`src/rtl/bds_pkg.sv`:
```
package bds_pkg;

  localparam int Q_BITS = 32;
  localparam int GAP_W = 26;
  localparam int MUL_A_W = Q_BITS + 1;
  localparam int MUL_B_W = GAP_W;
  localparam int MUL_P_W = MUL_A_W + MUL_B_W;
  localparam int PEN_W = 17;

  localparam logic [2:0] REG_MODE_FLAGS = 3'd0;
  localparam logic [2:0] REG_BURST_MIN = 3'd1;
  localparam logic [2:0] REG_BURST_MAX = 3'd2;
  localparam logic [2:0] REG_UPLOAD_LIMIT = 3'd3;
  localparam logic [2:0] REG_GAP_MIN = 3'd4;
  localparam logic [2:0] REG_GAP_MAX = 3'd5;
  localparam logic [2:0] REG_IDLE_MIN = 3'd6;
  localparam logic [2:0] REG_IDLE_MAX = 3'd7;

  localparam logic [MUL_B_W-1:0] PENALTY_SCALE = MUL_B_W'(50000);
  localparam logic [PEN_W-1:0] PENALTY_CAP = PEN_W'(100000);

  typedef struct packed {
    logic [3:0] mode_flags;
    logic [7:0] min_burst_len;
    logic [7:0] max_burst_len;
    logic [15:0] upload_limit_q16;
    logic [GAP_W-1:0] gap_min_us;
    logic [GAP_W-1:0] gap_max_us;
    logic [GAP_W-1:0] idle_min_us;
    logic [GAP_W-1:0] idle_max_us;
  } cfg_regs_t;

endpackage

```
`src/rtl/bds_ifs.sv`:
```
interface bds_pkt_if;
  logic valid;
  logic ready;
  logic [15:0] packet_bytes;
  logic upload;
  logic [15:0] rand_length;
  logic [15:0] rand_gap;
  logic [15:0] rand_noise;
  modport source(output valid, packet_bytes, upload, rand_length, rand_gap, rand_noise,
                 input ready);
  modport sink(input valid, packet_bytes, upload, rand_length, rand_gap, rand_noise,
               output ready);
endinterface

interface bds_res_if;
  logic valid;
  logic ready;
  logic [31:0] delay_us;
  logic ratio_penalized;
  logic burst_started;
  logic in_burst;
  modport source(output valid, delay_us, ratio_penalized, burst_started, in_burst,
                 input ready);
  modport sink(input valid, delay_us, ratio_penalized, burst_started, in_burst,
               output ready);
endinterface

interface bds_cfg_if;
  logic valid;
  logic ready;
  logic [2:0] reg_index;
  logic [25:0] wr_data;
  modport source(output valid, reg_index, wr_data, input ready);
  modport sink(input valid, reg_index, wr_data, output ready);
endinterface

```
`src/rtl/bds_div.sv`:
```
module bds_div
  import bds_pkg::*;
#(
  parameter int DW = 49
) (
  input  logic          clk,
  input  logic          rst,
  input  logic          start,
  input  logic [DW-1:0] num,
  input  logic [DW-1:0] den,
  output logic [Q_BITS-1:0] quo,
  output logic          done
);

  localparam int CNT_W = $clog2(Q_BITS + 1);

  logic [CNT_W-1:0] cnt;
  logic [DW-1:0] rem;
  logic [DW:0] shifted;
  logic [DW:0] diff;
  logic take;

  assign shifted = {rem, 1'b0};
  assign diff = shifted - {1'b0, den};
  assign take = shifted >= {1'b0, den};

  always_ff @(posedge clk) begin
    if (rst) begin
      cnt <= '0;
      done <= 1'b0;
    end else begin
      done <= !start && (cnt == CNT_W'(1));
      if (start) begin
        cnt <= CNT_W'(Q_BITS);
      end else if (cnt != '0) begin
        cnt <= cnt - 1'b1;
      end
    end
  end

  always_ff @(posedge clk) begin
    if (start) begin
      rem <= num;
      quo <= '0;
    end else if (cnt != '0) begin
      rem <= take ? diff[DW-1:0] : shifted[DW-1:0];
      quo <= {quo[Q_BITS-2:0], take};
    end
  end

endmodule

```
`src/rtl/burst_traffic_delay_shaper.sv`:
```
// Channel  Dir  Beat contents
// pkt      in   packet_bytes, upload, rand_length, rand_gap, rand_noise
// res      out  delay_us, ratio_penalized, burst_started, in_burst
// cfg      in   reg_index, wr_data
//
// A packet beat is taken only while the sequencer is idle. Steps: ratio, the 32-step serial
// divider if an upload needs it, penalty, length, gap, noise, final; final alone if disabled.
// All products go through one registered multiplier, one per sequencer step.
// The result register lets the next packet enter while a result waits; the sequencer
// holds in its last step only if the previous result is still not taken.
// Reset is synchronous and restores the register defaults and clears all totals.
module burst_traffic_delay_shaper
  import bds_pkg::*;
#(
  parameter int TOTAL_BITS = 48
) (
  input  logic clk,
  input  logic rst,
  bds_pkt_if.sink pkt,
  bds_res_if.source res,
  bds_cfg_if.sink cfg
);

  localparam int DW = TOTAL_BITS + 1;
  localparam bit WIDE = (TOTAL_BITS >= 64);

  localparam logic [2:0] S_IDLE = 3'd0;
  localparam logic [2:0] S_RATIO = 3'd1;
  localparam logic [2:0] S_DIV = 3'd2;
  localparam logic [2:0] S_PEN = 3'd3;
  localparam logic [2:0] S_LEN = 3'd4;
  localparam logic [2:0] S_GAP = 3'd5;
  localparam logic [2:0] S_NOISE = 3'd6;
  localparam logic [2:0] S_FIN = 3'd7;

  cfg_regs_t regs;
  logic [2:0] state;
  logic [15:0] r_len;
  logic [15:0] r_gap;
  logic [15:0] r_noise;
  logic up_flag;
  logic [TOTAL_BITS-1:0] up_total;
  logic [TOTAL_BITS-1:0] down_total;
  logic bursting;
  logic [7:0] burst_count;
  logic [7:0] burst_target;
  logic ratio_act;
  logic [MUL_A_W-1:0] q_frac;
  logic pen_on;
  logic [PEN_W-1:0] penalty;
  logic started;
  logic base_en;
  logic draw_dir;
  logic [GAP_W-1:0] draw_lo;
  logic [GAP_W-1:0] base;
  logic [MUL_P_W-1:0] mul_prod;
  logic out_valid;
  logic [31:0] out_delay;
  logic out_pen;
  logic out_started;
  logic out_burst;

  logic pkt_acc;
  logic [TOTAL_BITS-1:0] add_in;
  logic [DW-1:0] add_sum;
  logic [TOTAL_BITS-1:0] add_sat;
  logic [DW-1:0] sum_raw;
  logic [DW-1:0] sum_half;
  logic ovf;
  logic [DW-1:0] u_eff;
  logic [DW-1:0] tot_eff;
  logic ratio_go;
  logic div_start;
  logic [Q_BITS-1:0] div_quo;
  logic div_done;
  logic [MUL_A_W-1:0] lim33;
  logic [MUL_A_W-1:0] mul_a;
  logic [MUL_B_W-1:0] mul_b;
  logic [26:0] pen_raw;
  logic [7:0] hi;
  logic [8:0] span;
  logic [7:0] target_new;
  logic new_burst;
  logic [GAP_W-1:0] draw_a;
  logic [GAP_W-1:0] draw_b;
  logic draw_up;
  logic [GAP_W-1:0] draw_diff;
  logic [GAP_W-1:0] draw_off;
  logic [24:0] noise;
  logic [31:0] delay_sum;
  logic fin_go;

  assign pkt.ready = (state == S_IDLE);
  assign pkt_acc = pkt.valid && pkt.ready;
  assign cfg.ready = 1'b1;

  assign add_in = pkt.upload ? up_total : down_total;
  assign add_sum = {1'b0, add_in} + DW'(pkt.packet_bytes);
  assign add_sat = add_sum[TOTAL_BITS] ? '1 : add_sum[TOTAL_BITS-1:0];

  assign sum_raw = {1'b0, up_total} + {1'b0, down_total};
  assign sum_half = DW'(up_total >> 1) + DW'(down_total >> 1);
  assign ovf = WIDE && sum_raw[TOTAL_BITS];
  assign u_eff = ovf ? DW'(up_total >> 1) : {1'b0, up_total};
  assign tot_eff = ovf ? sum_half : sum_raw;
  assign ratio_go = regs.mode_flags[1] && up_flag && (tot_eff != '0);
  assign div_start = (state == S_RATIO) && ratio_go && (u_eff < tot_eff);

  bds_div #(.DW(DW)) u_div (
    .clk(clk),
    .rst(rst),
    .start(div_start),
    .num(u_eff),
    .den(tot_eff),
    .quo(div_quo),
    .done(div_done)
  );

  assign lim33 = {1'b0, regs.upload_limit_q16, 16'b0};
  assign pen_raw = mul_prod[MUL_P_W-1:Q_BITS];
  assign hi = (regs.max_burst_len < regs.min_burst_len) ? regs.min_burst_len
                                                         : regs.max_burst_len;
  assign span = {1'b0, hi} - {1'b0, regs.min_burst_len} + 9'd1;
  assign target_new = regs.min_burst_len + mul_prod[23:16];
  assign new_burst = !bursting || (burst_count < burst_target);
  assign draw_a = new_burst ? regs.gap_min_us : regs.idle_min_us;
  assign draw_b = new_burst ? regs.gap_max_us : regs.idle_max_us;
  assign draw_up = draw_b >= draw_a;
  assign draw_diff = draw_up ? draw_b - draw_a : draw_a - draw_b;
  assign draw_off = mul_prod[41:16];
  assign noise = (regs.mode_flags[0] && regs.mode_flags[3]) ? mul_prod[41:17] : '0;
  assign delay_sum = 32'(base) + 32'(noise) + 32'(penalty);
  assign fin_go = (state == S_FIN) && (!out_valid || res.ready);

  always_comb begin
    case (state)
      S_PEN: begin
        mul_a = q_frac - lim33;
        mul_b = PENALTY_SCALE;
      end
      S_LEN: begin
        mul_a = MUL_A_W'(r_len);
        mul_b = MUL_B_W'(span);
      end
      S_GAP: begin
        mul_a = MUL_A_W'(r_gap);
        mul_b = draw_diff;
      end
      default: begin
        mul_a = MUL_A_W'(r_noise);
        mul_b = regs.gap_max_us;
      end
    endcase
  end

  always_ff @(posedge clk) begin
    mul_prod <= mul_a * mul_b;
  end

  always_ff @(posedge clk) begin
    if (rst) begin
      regs.mode_flags <= 4'd0;
      regs.min_burst_len <= 8'd5;
      regs.max_burst_len <= 8'd30;
      regs.upload_limit_q16 <= 16'd13107;
      regs.gap_min_us <= GAP_W'(50000);
      regs.gap_max_us <= GAP_W'(200000);
      regs.idle_min_us <= GAP_W'(2000000);
      regs.idle_max_us <= GAP_W'(8000000);
    end else if (cfg.valid && cfg.ready) begin
      case (cfg.reg_index)
        REG_MODE_FLAGS: regs.mode_flags <= cfg.wr_data[3:0];
        REG_BURST_MIN: regs.min_burst_len <= cfg.wr_data[7:0];
        REG_BURST_MAX: regs.max_burst_len <= cfg.wr_data[7:0];
        REG_UPLOAD_LIMIT: regs.upload_limit_q16 <= cfg.wr_data[15:0];
        REG_GAP_MIN: regs.gap_min_us <= cfg.wr_data;
        REG_GAP_MAX: regs.gap_max_us <= cfg.wr_data;
        REG_IDLE_MIN: regs.idle_min_us <= cfg.wr_data;
        REG_IDLE_MAX: regs.idle_max_us <= cfg.wr_data;
        default: ;
      endcase
    end
  end

  always_ff @(posedge clk) begin
    if (rst) begin
      state <= S_IDLE;
      up_total <= '0;
      down_total <= '0;
      bursting <= 1'b0;
      burst_count <= '0;
      burst_target <= '0;
      out_valid <= 1'b0;
    end else begin
      if (fin_go) begin
        out_valid <= 1'b1;
      end else if (out_valid && res.ready) begin
        out_valid <= 1'b0;
      end
      case (state)
        S_IDLE: begin
          if (pkt_acc) begin
            r_len <= pkt.rand_length;
            r_gap <= pkt.rand_gap;
            r_noise <= pkt.rand_noise;
            up_flag <= pkt.upload;
            started <= 1'b0;
            pen_on <= 1'b0;
            penalty <= '0;
            base <= '0;
            if (regs.mode_flags[0]) begin
              if (pkt.upload) begin
                up_total <= add_sat;
              end else begin
                down_total <= add_sat;
              end
              state <= S_RATIO;
            end else begin
              state <= S_FIN;
            end
          end
        end
        S_RATIO: begin
          ratio_act <= ratio_go;
          q_frac <= MUL_A_W'(1) << Q_BITS;
          state <= div_start ? S_DIV : S_PEN;
        end
        S_DIV: begin
          if (div_done) begin
            q_frac <= {1'b0, div_quo};
            state <= S_PEN;
          end
        end
        S_PEN: begin
          pen_on <= ratio_act && (q_frac > lim33);
          state <= S_LEN;
        end
        S_LEN: begin
          if (pen_on) begin
            penalty <= (pen_raw > 27'(PENALTY_CAP)) ? PENALTY_CAP : pen_raw[PEN_W-1:0];
          end
          state <= S_GAP;
        end
        S_GAP: begin
          if (!bursting) begin
            burst_target <= target_new;
            burst_count <= 8'd1;
            bursting <= 1'b1;
            started <= 1'b1;
          end else if (burst_count < burst_target) begin
            if (burst_count != 8'hFF) begin
              burst_count <= burst_count + 8'd1;
            end
          end else begin
            bursting <= 1'b0;
          end
          base_en <= new_burst || regs.mode_flags[2];
          draw_dir <= draw_up;
          draw_lo <= draw_a;
          state <= S_NOISE;
        end
        S_NOISE: begin
          if (base_en) begin
            base <= draw_dir ? draw_lo + draw_off : draw_lo - draw_off;
          end
          state <= S_FIN;
        end
        S_FIN: begin
          if (fin_go) begin
            out_delay <= delay_sum;
            out_pen <= pen_on;
            out_started <= started;
            out_burst <= bursting;
            state <= S_IDLE;
          end
        end
        default: state <= S_IDLE;
      endcase
    end
  end

  assign res.valid = out_valid;
  assign res.delay_us = out_delay;
  assign res.ratio_penalized = out_pen;
  assign res.burst_started = out_started;
  assign res.in_burst = out_burst;

`ifndef SYNTHESIS
  a_div_done_in_wait: assert property (@(posedge clk) disable iff (rst)
    div_done |-> state == S_DIV)
    else $error("divider finished outside its wait step");

  a_fin_loads_result: assert property (@(posedge clk) disable iff (rst)
    fin_go |=> res.valid && state == S_IDLE)
    else $error("final step did not present a result");

  a_start_means_burst: assert property (@(posedge clk) disable iff (rst)
    res.valid && res.burst_started |-> res.in_burst)
    else $error("burst start reported while idle");

  a_delay_range: assert property (@(posedge clk) disable iff (rst)
    res.valid |-> res.delay_us[31:28] == 4'd0)
    else $error("delay exceeds the reachable range");
`endif

endmodule
```
`src/flat_wrapper.sv`:
```
// flat-port wrapper written by rule: the top's interface ports become plain ports
module burst_traffic_delay_shaper_flat import bds_pkg::*;
#(
  parameter int TOTAL_BITS = 48
)
  (clk, rst, pkt_valid, pkt_packet_bytes, pkt_upload, pkt_rand_length, pkt_rand_gap, pkt_rand_noise, pkt_ready, res_valid, res_delay_us, res_ratio_penalized, res_burst_started, res_in_burst, res_ready, cfg_valid, cfg_reg_index, cfg_wr_data, cfg_ready);
  bds_pkt_if pkt_i ();
  bds_res_if res_i ();
  bds_cfg_if cfg_i ();
  input  logic clk;
  input  logic rst;
  input wire logic [$bits(pkt_i.valid)-1:0] pkt_valid;
  input wire logic [$bits(pkt_i.packet_bytes)-1:0] pkt_packet_bytes;
  input wire logic [$bits(pkt_i.upload)-1:0] pkt_upload;
  input wire logic [$bits(pkt_i.rand_length)-1:0] pkt_rand_length;
  input wire logic [$bits(pkt_i.rand_gap)-1:0] pkt_rand_gap;
  input wire logic [$bits(pkt_i.rand_noise)-1:0] pkt_rand_noise;
  output wire logic [$bits(pkt_i.ready)-1:0] pkt_ready;
  output wire logic [$bits(res_i.valid)-1:0] res_valid;
  output wire logic [$bits(res_i.delay_us)-1:0] res_delay_us;
  output wire logic [$bits(res_i.ratio_penalized)-1:0] res_ratio_penalized;
  output wire logic [$bits(res_i.burst_started)-1:0] res_burst_started;
  output wire logic [$bits(res_i.in_burst)-1:0] res_in_burst;
  input wire logic [$bits(res_i.ready)-1:0] res_ready;
  input wire logic [$bits(cfg_i.valid)-1:0] cfg_valid;
  input wire logic [$bits(cfg_i.reg_index)-1:0] cfg_reg_index;
  input wire logic [$bits(cfg_i.wr_data)-1:0] cfg_wr_data;
  output wire logic [$bits(cfg_i.ready)-1:0] cfg_ready;
  assign pkt_i.valid = pkt_valid;
  assign pkt_i.packet_bytes = pkt_packet_bytes;
  assign pkt_i.upload = pkt_upload;
  assign pkt_i.rand_length = pkt_rand_length;
  assign pkt_i.rand_gap = pkt_rand_gap;
  assign pkt_i.rand_noise = pkt_rand_noise;
  assign pkt_ready = pkt_i.ready;
  assign res_valid = res_i.valid;
  assign res_delay_us = res_i.delay_us;
  assign res_ratio_penalized = res_i.ratio_penalized;
  assign res_burst_started = res_i.burst_started;
  assign res_in_burst = res_i.in_burst;
  assign res_i.ready = res_ready;
  assign cfg_i.valid = cfg_valid;
  assign cfg_i.reg_index = cfg_reg_index;
  assign cfg_i.wr_data = cfg_wr_data;
  assign cfg_ready = cfg_i.ready;
  burst_traffic_delay_shaper #(.TOTAL_BITS(TOTAL_BITS)) u_core (.clk(clk), .rst(rst), .pkt(pkt_i), .res(res_i), .cfg(cfg_i));
endmodule
```
`config.mk`:
```
export PLATFORM = sky130hd
export DESIGN_NAME = burst_traffic_delay_shaper_flat
export DESIGN_NICKNAME = d
export VERILOG_FILES = /design/src/rtl/bds_pkg.sv /design/src/rtl/bds_ifs.sv /design/src/rtl/bds_div.sv /design/src/rtl/burst_traffic_delay_shaper.sv /design/src/flat_wrapper.sv
export SDC_FILE = /design/constraint.sdc
export NUM_CORES = 2
export LEC_CHECK = 0
export ABC_CLOCK_PERIOD_IN_PS = 15200
export BUFFER_PORTS_ARGS = -buffer_cell sky130_fd_sc_hd__buf_2
export CAP_MARGIN = 30
export CORE_ASPECT_RATIO = 1.75
export CORE_MARGIN = 10
export CORE_UTILIZATION = 42
export CTS_BUF_LIST = sky130_fd_sc_hd__clkbuf_2 sky130_fd_sc_hd__clkbuf_4 sky130_fd_sc_hd__clkbuf_8
export CTS_CLUSTER_DIAMETER = 40
export DETAILED_ROUTE_END_ITERATION = 10
export GPL_ROUTABILITY_DRIVEN = 1
export GPL_TIMING_DRIVEN = 0
export SYNTH_ARGS = -nofsm -noshare
export SYNTH_HDL_FRONTEND = slang
export SYNTH_SLANG_ARGS = --single-unit
```
`constraint.sdc`:
```
create_clock -name clk -period 15.2 [get_ports clk]
set_input_delay 0.76 -clock clk [delete_from_list [all_inputs] [get_ports clk]]
set_output_delay 0.76 -clock clk [all_outputs]
set_load 0.01 [all_outputs]
```
==> impl_metrics.toml <==
[placement]
dpl_cell_area_mm2 = 0.0697
finalWeightedCongestion = 1.05
portBuffers = 124
dp_hpwl_um = 205000

[synthesis]
yosysWarnings = 0
seq_area_frac_synth_pct = 21.5
synth_cell_types = 92
synth_seq_cells = 575
synth_edf_count = 235
yosys.area.top_type = "fa_1"
netlist_top_cells_count = "1084 x inv_1, 824 x nand2_1, 752 x fa_1, 542 x nor2_1, 527 x ha_1"
synth_top_area_share_pct = 23.3
synthFlopType = "dfxtp_1"
synth-async-reset-ratio_pct = 0
synthMostInstantiatedCell = "inv_1"
syn_avg_cell_area_um2 = 8.87
netlist_area_mm2 = 0.0646
synthTopCellsByArea = "fa_1 23%, edfxtp_1 11%, dfxtp_1 11%"
post_synth_inst_count = 7283

[sta]
worst_pin_slew_ps = 1200
hold_violations = 0
period_needed_ps = 14870
setup_violations = 0
report.final.slew_viol_count = 0
finalCritPeriodShare_pct = 97.8
finalClockSkew_ps = 56.7
relSlewSlack_pct = 19.6
max_freq_ghz = 0.0673
rsz0062_at_grt = "no"
setup-tns-final_ps = 0

[cts]
insertion_delay_ps = 820
cts_tree = "built"
clk_pin_slew_ps = 70
htreeDepth = 3
ctsHoldBuffers = 0
cts.sinks = 575
cts_buffer_depth = 3
root_buffer = "clkbuf_8"
cts_buffers = 112

[worst_setup_path]
critPathSlowestCell = "o211ai_1"
path_depth = 52
crit_fanout = 10
critical_path_class = "flip-flop to flip-flop"
crit_family = "compound AO/OA/AOI/OAI gates"
crit_arrival_ps = 15570
worstPathRequired_ps = 15910
cpPeakStageDelay_ps = 680
endpoint_kind = "flip-flop"
cp.buffers_inverters = 12
worst_setup_path_start_kind = "flip-flop"
r2r_cells = 52
cpMostUsedCell = "fa_1"

[detailed_routing]
wl_per_cell_um = 24.2
antenna_left = 0
vias_per_cell = 5.48
drt_iter0_markers = 3535
num_vias = 55000
post-route-drc-count = 0
firstDrtPassIters = 6
routed_wl_um = 243000

[cells_and_area]
post-route-util_pct = 47.4
drive_gt1_share_pct = 8.52
fin_area_mm2 = 0.0726
area_growth_pct = 12.4
fin_nets = 9293

[grt]
antenna_found_initial = 24
grt_start_max_net_pins = 49
grt_pass1_wl_um = 357000
overflow = 0
grt.total_usage_pct = 28.2
grt_pass1_vias = 58300

[die]
pin_count = 137
die_y_um = 539
fp.coreArea_mm2 = 0.153
dieArea_mm2 = 0.171
die_w_um = 316
start_util_pct = 42.2
row_count = 190

[run]
cap_violations = 0

[run_status]
status = "finished clean"

[hold_path]
hp-class = "input pin to flip-flop"
hold_path_depth = 1
-- layout make-up --
type / count / area, µm²
Timing Repair Buffer: 192 / 1360
Antenna cell: 9 / 22.5
Clock buffer: 165 / 2080
Fill cell: 15100 / 80500
Buffer: 282 / 1160
Multi-Input combinational cell: 5665 / 47000
Sequential cell: 575 / 13900
Clock inverter: 48 / 490
Tap cell: 2016 / 2520
Inverter: 1087 / 4080
-- metrics by stage --
| stage | hold WS, ps | instances | setup WS, ps |
|---|---|---|---|
| 2_1_floorplan | 400 | 7627 | 2550 |
| 3_3_place_gp | 440 | 9767 | -2550 |
| 3_5_place_dp | 444 | 9819 | -1190 |
| 4_1_cts | 62.5 | 10000 | 20.9 |
| 5_1_grt | 99.6 | 10000 | 9.44 |
| 6_report | 122 | 10000 | 334 |
-- layer usage --
metal	up-vias	global-route usage (%)	share of wire, %
met3	839	4.78	5.5
met1	27000	26.8	32
li1	25300	-	-
met2	1866	51.1	51
met5	-	0	0.047
met4	18	25.5	11
-- cell usage in the layout, fill, tap and decap left out, types with 119 or more instances in the layout --
cell type,synthesis,routed
buf_2,10,139
inv_1,1084,1083
nor3_1,122,119
nor2_1,542,539
fa_1,752,752
xor2_1,119,119
a21o_1,167,167
a21oi_1,479,478
edfxtp_1,235,235
o21ai_0,206,204
nand2_1,824,823
dfxtp_1,340,340
ha_1,527,523
clkbuf_8,0,134
clkbuf_1,249,220
xnor2_1,154,154
conb_1,2,346
-- cells by family after synthesis --
logic type      after synthesis  share of synthesized area, %
buf+inv                    1387                          8.17
mux                         208                          3.46
other cells                   2                        0.0116
compound gates             1446                          14.7
fa+ha+maj                  1279                          33.5
simple gates               2113                          15.0
flops                       575                          21.5
xor+xnor                    273                          3.70
-- final timing paths --
check	end	start	slack, ps
worst max-delay path	u_core.mul_prod[50]$_DFF_P_	u_core.burst_target[1]$_SDFFE_PP0P_	330
worst min-delay path	u_core.r_noise[6]$_DFFE_PP_	pkt_rand_noise[6]	120
worst max register to register	u_core.mul_prod[50]$_DFF_P_	u_core.burst_target[1]$_SDFFE_PP0P_	330
worst min register to register	u_core.regs[24]$_SDFFE_PP0P_	u_core.regs[24]$_SDFFE_PP0P_	450
-- registers in the layout, indices dropped and copies added (netlist names), 16 cells and up --
| register | flops |
|---|---|
| u_core.r_len | 16 |
| u_core.draw_lo | 26 |
| u_core.up_total | 48 |
| u_core.down_total | 48 |
| u_core.mul_prod | 43 |
| u_core.base | 26 |
| u_core.r_gap | 16 |
| u_core.q_frac | 33 |
| u_core.lim33 | 16 |
| u_core.u_div.rem | 49 |
| u_core.res.delay_us | 28 |
| u_core.penalty | 17 |
| u_core.regs | 124 |
| u_core.u_div.quo | 32 |
| u_core.r_noise | 16 |
-- repair_timing --
action,4_1_cts,5_1_grt
buffers inserted,6,5
pin swaps,3,2
gates resized for setup,24,35
setup endpoints to repair,26,7
-- worst register-to-register path, delay by kind of cell, from the launching register on --
kind | cells | cell delay [ps]
AOI/OAI and AO/OA | 19 | 5060
adders and majority gates | 10 | 4650
and+or+nand+nor | 9 | 2120
buffers and inverters | 12 | 2050
muxes | 1 | 360
DFF | 1 | 350
xor gates and xnor gates | 1 | 170
Power is left out: the tool's default activity adds up to more than one toggle a clock period on the data nets, which glitch-free logic cannot reach.
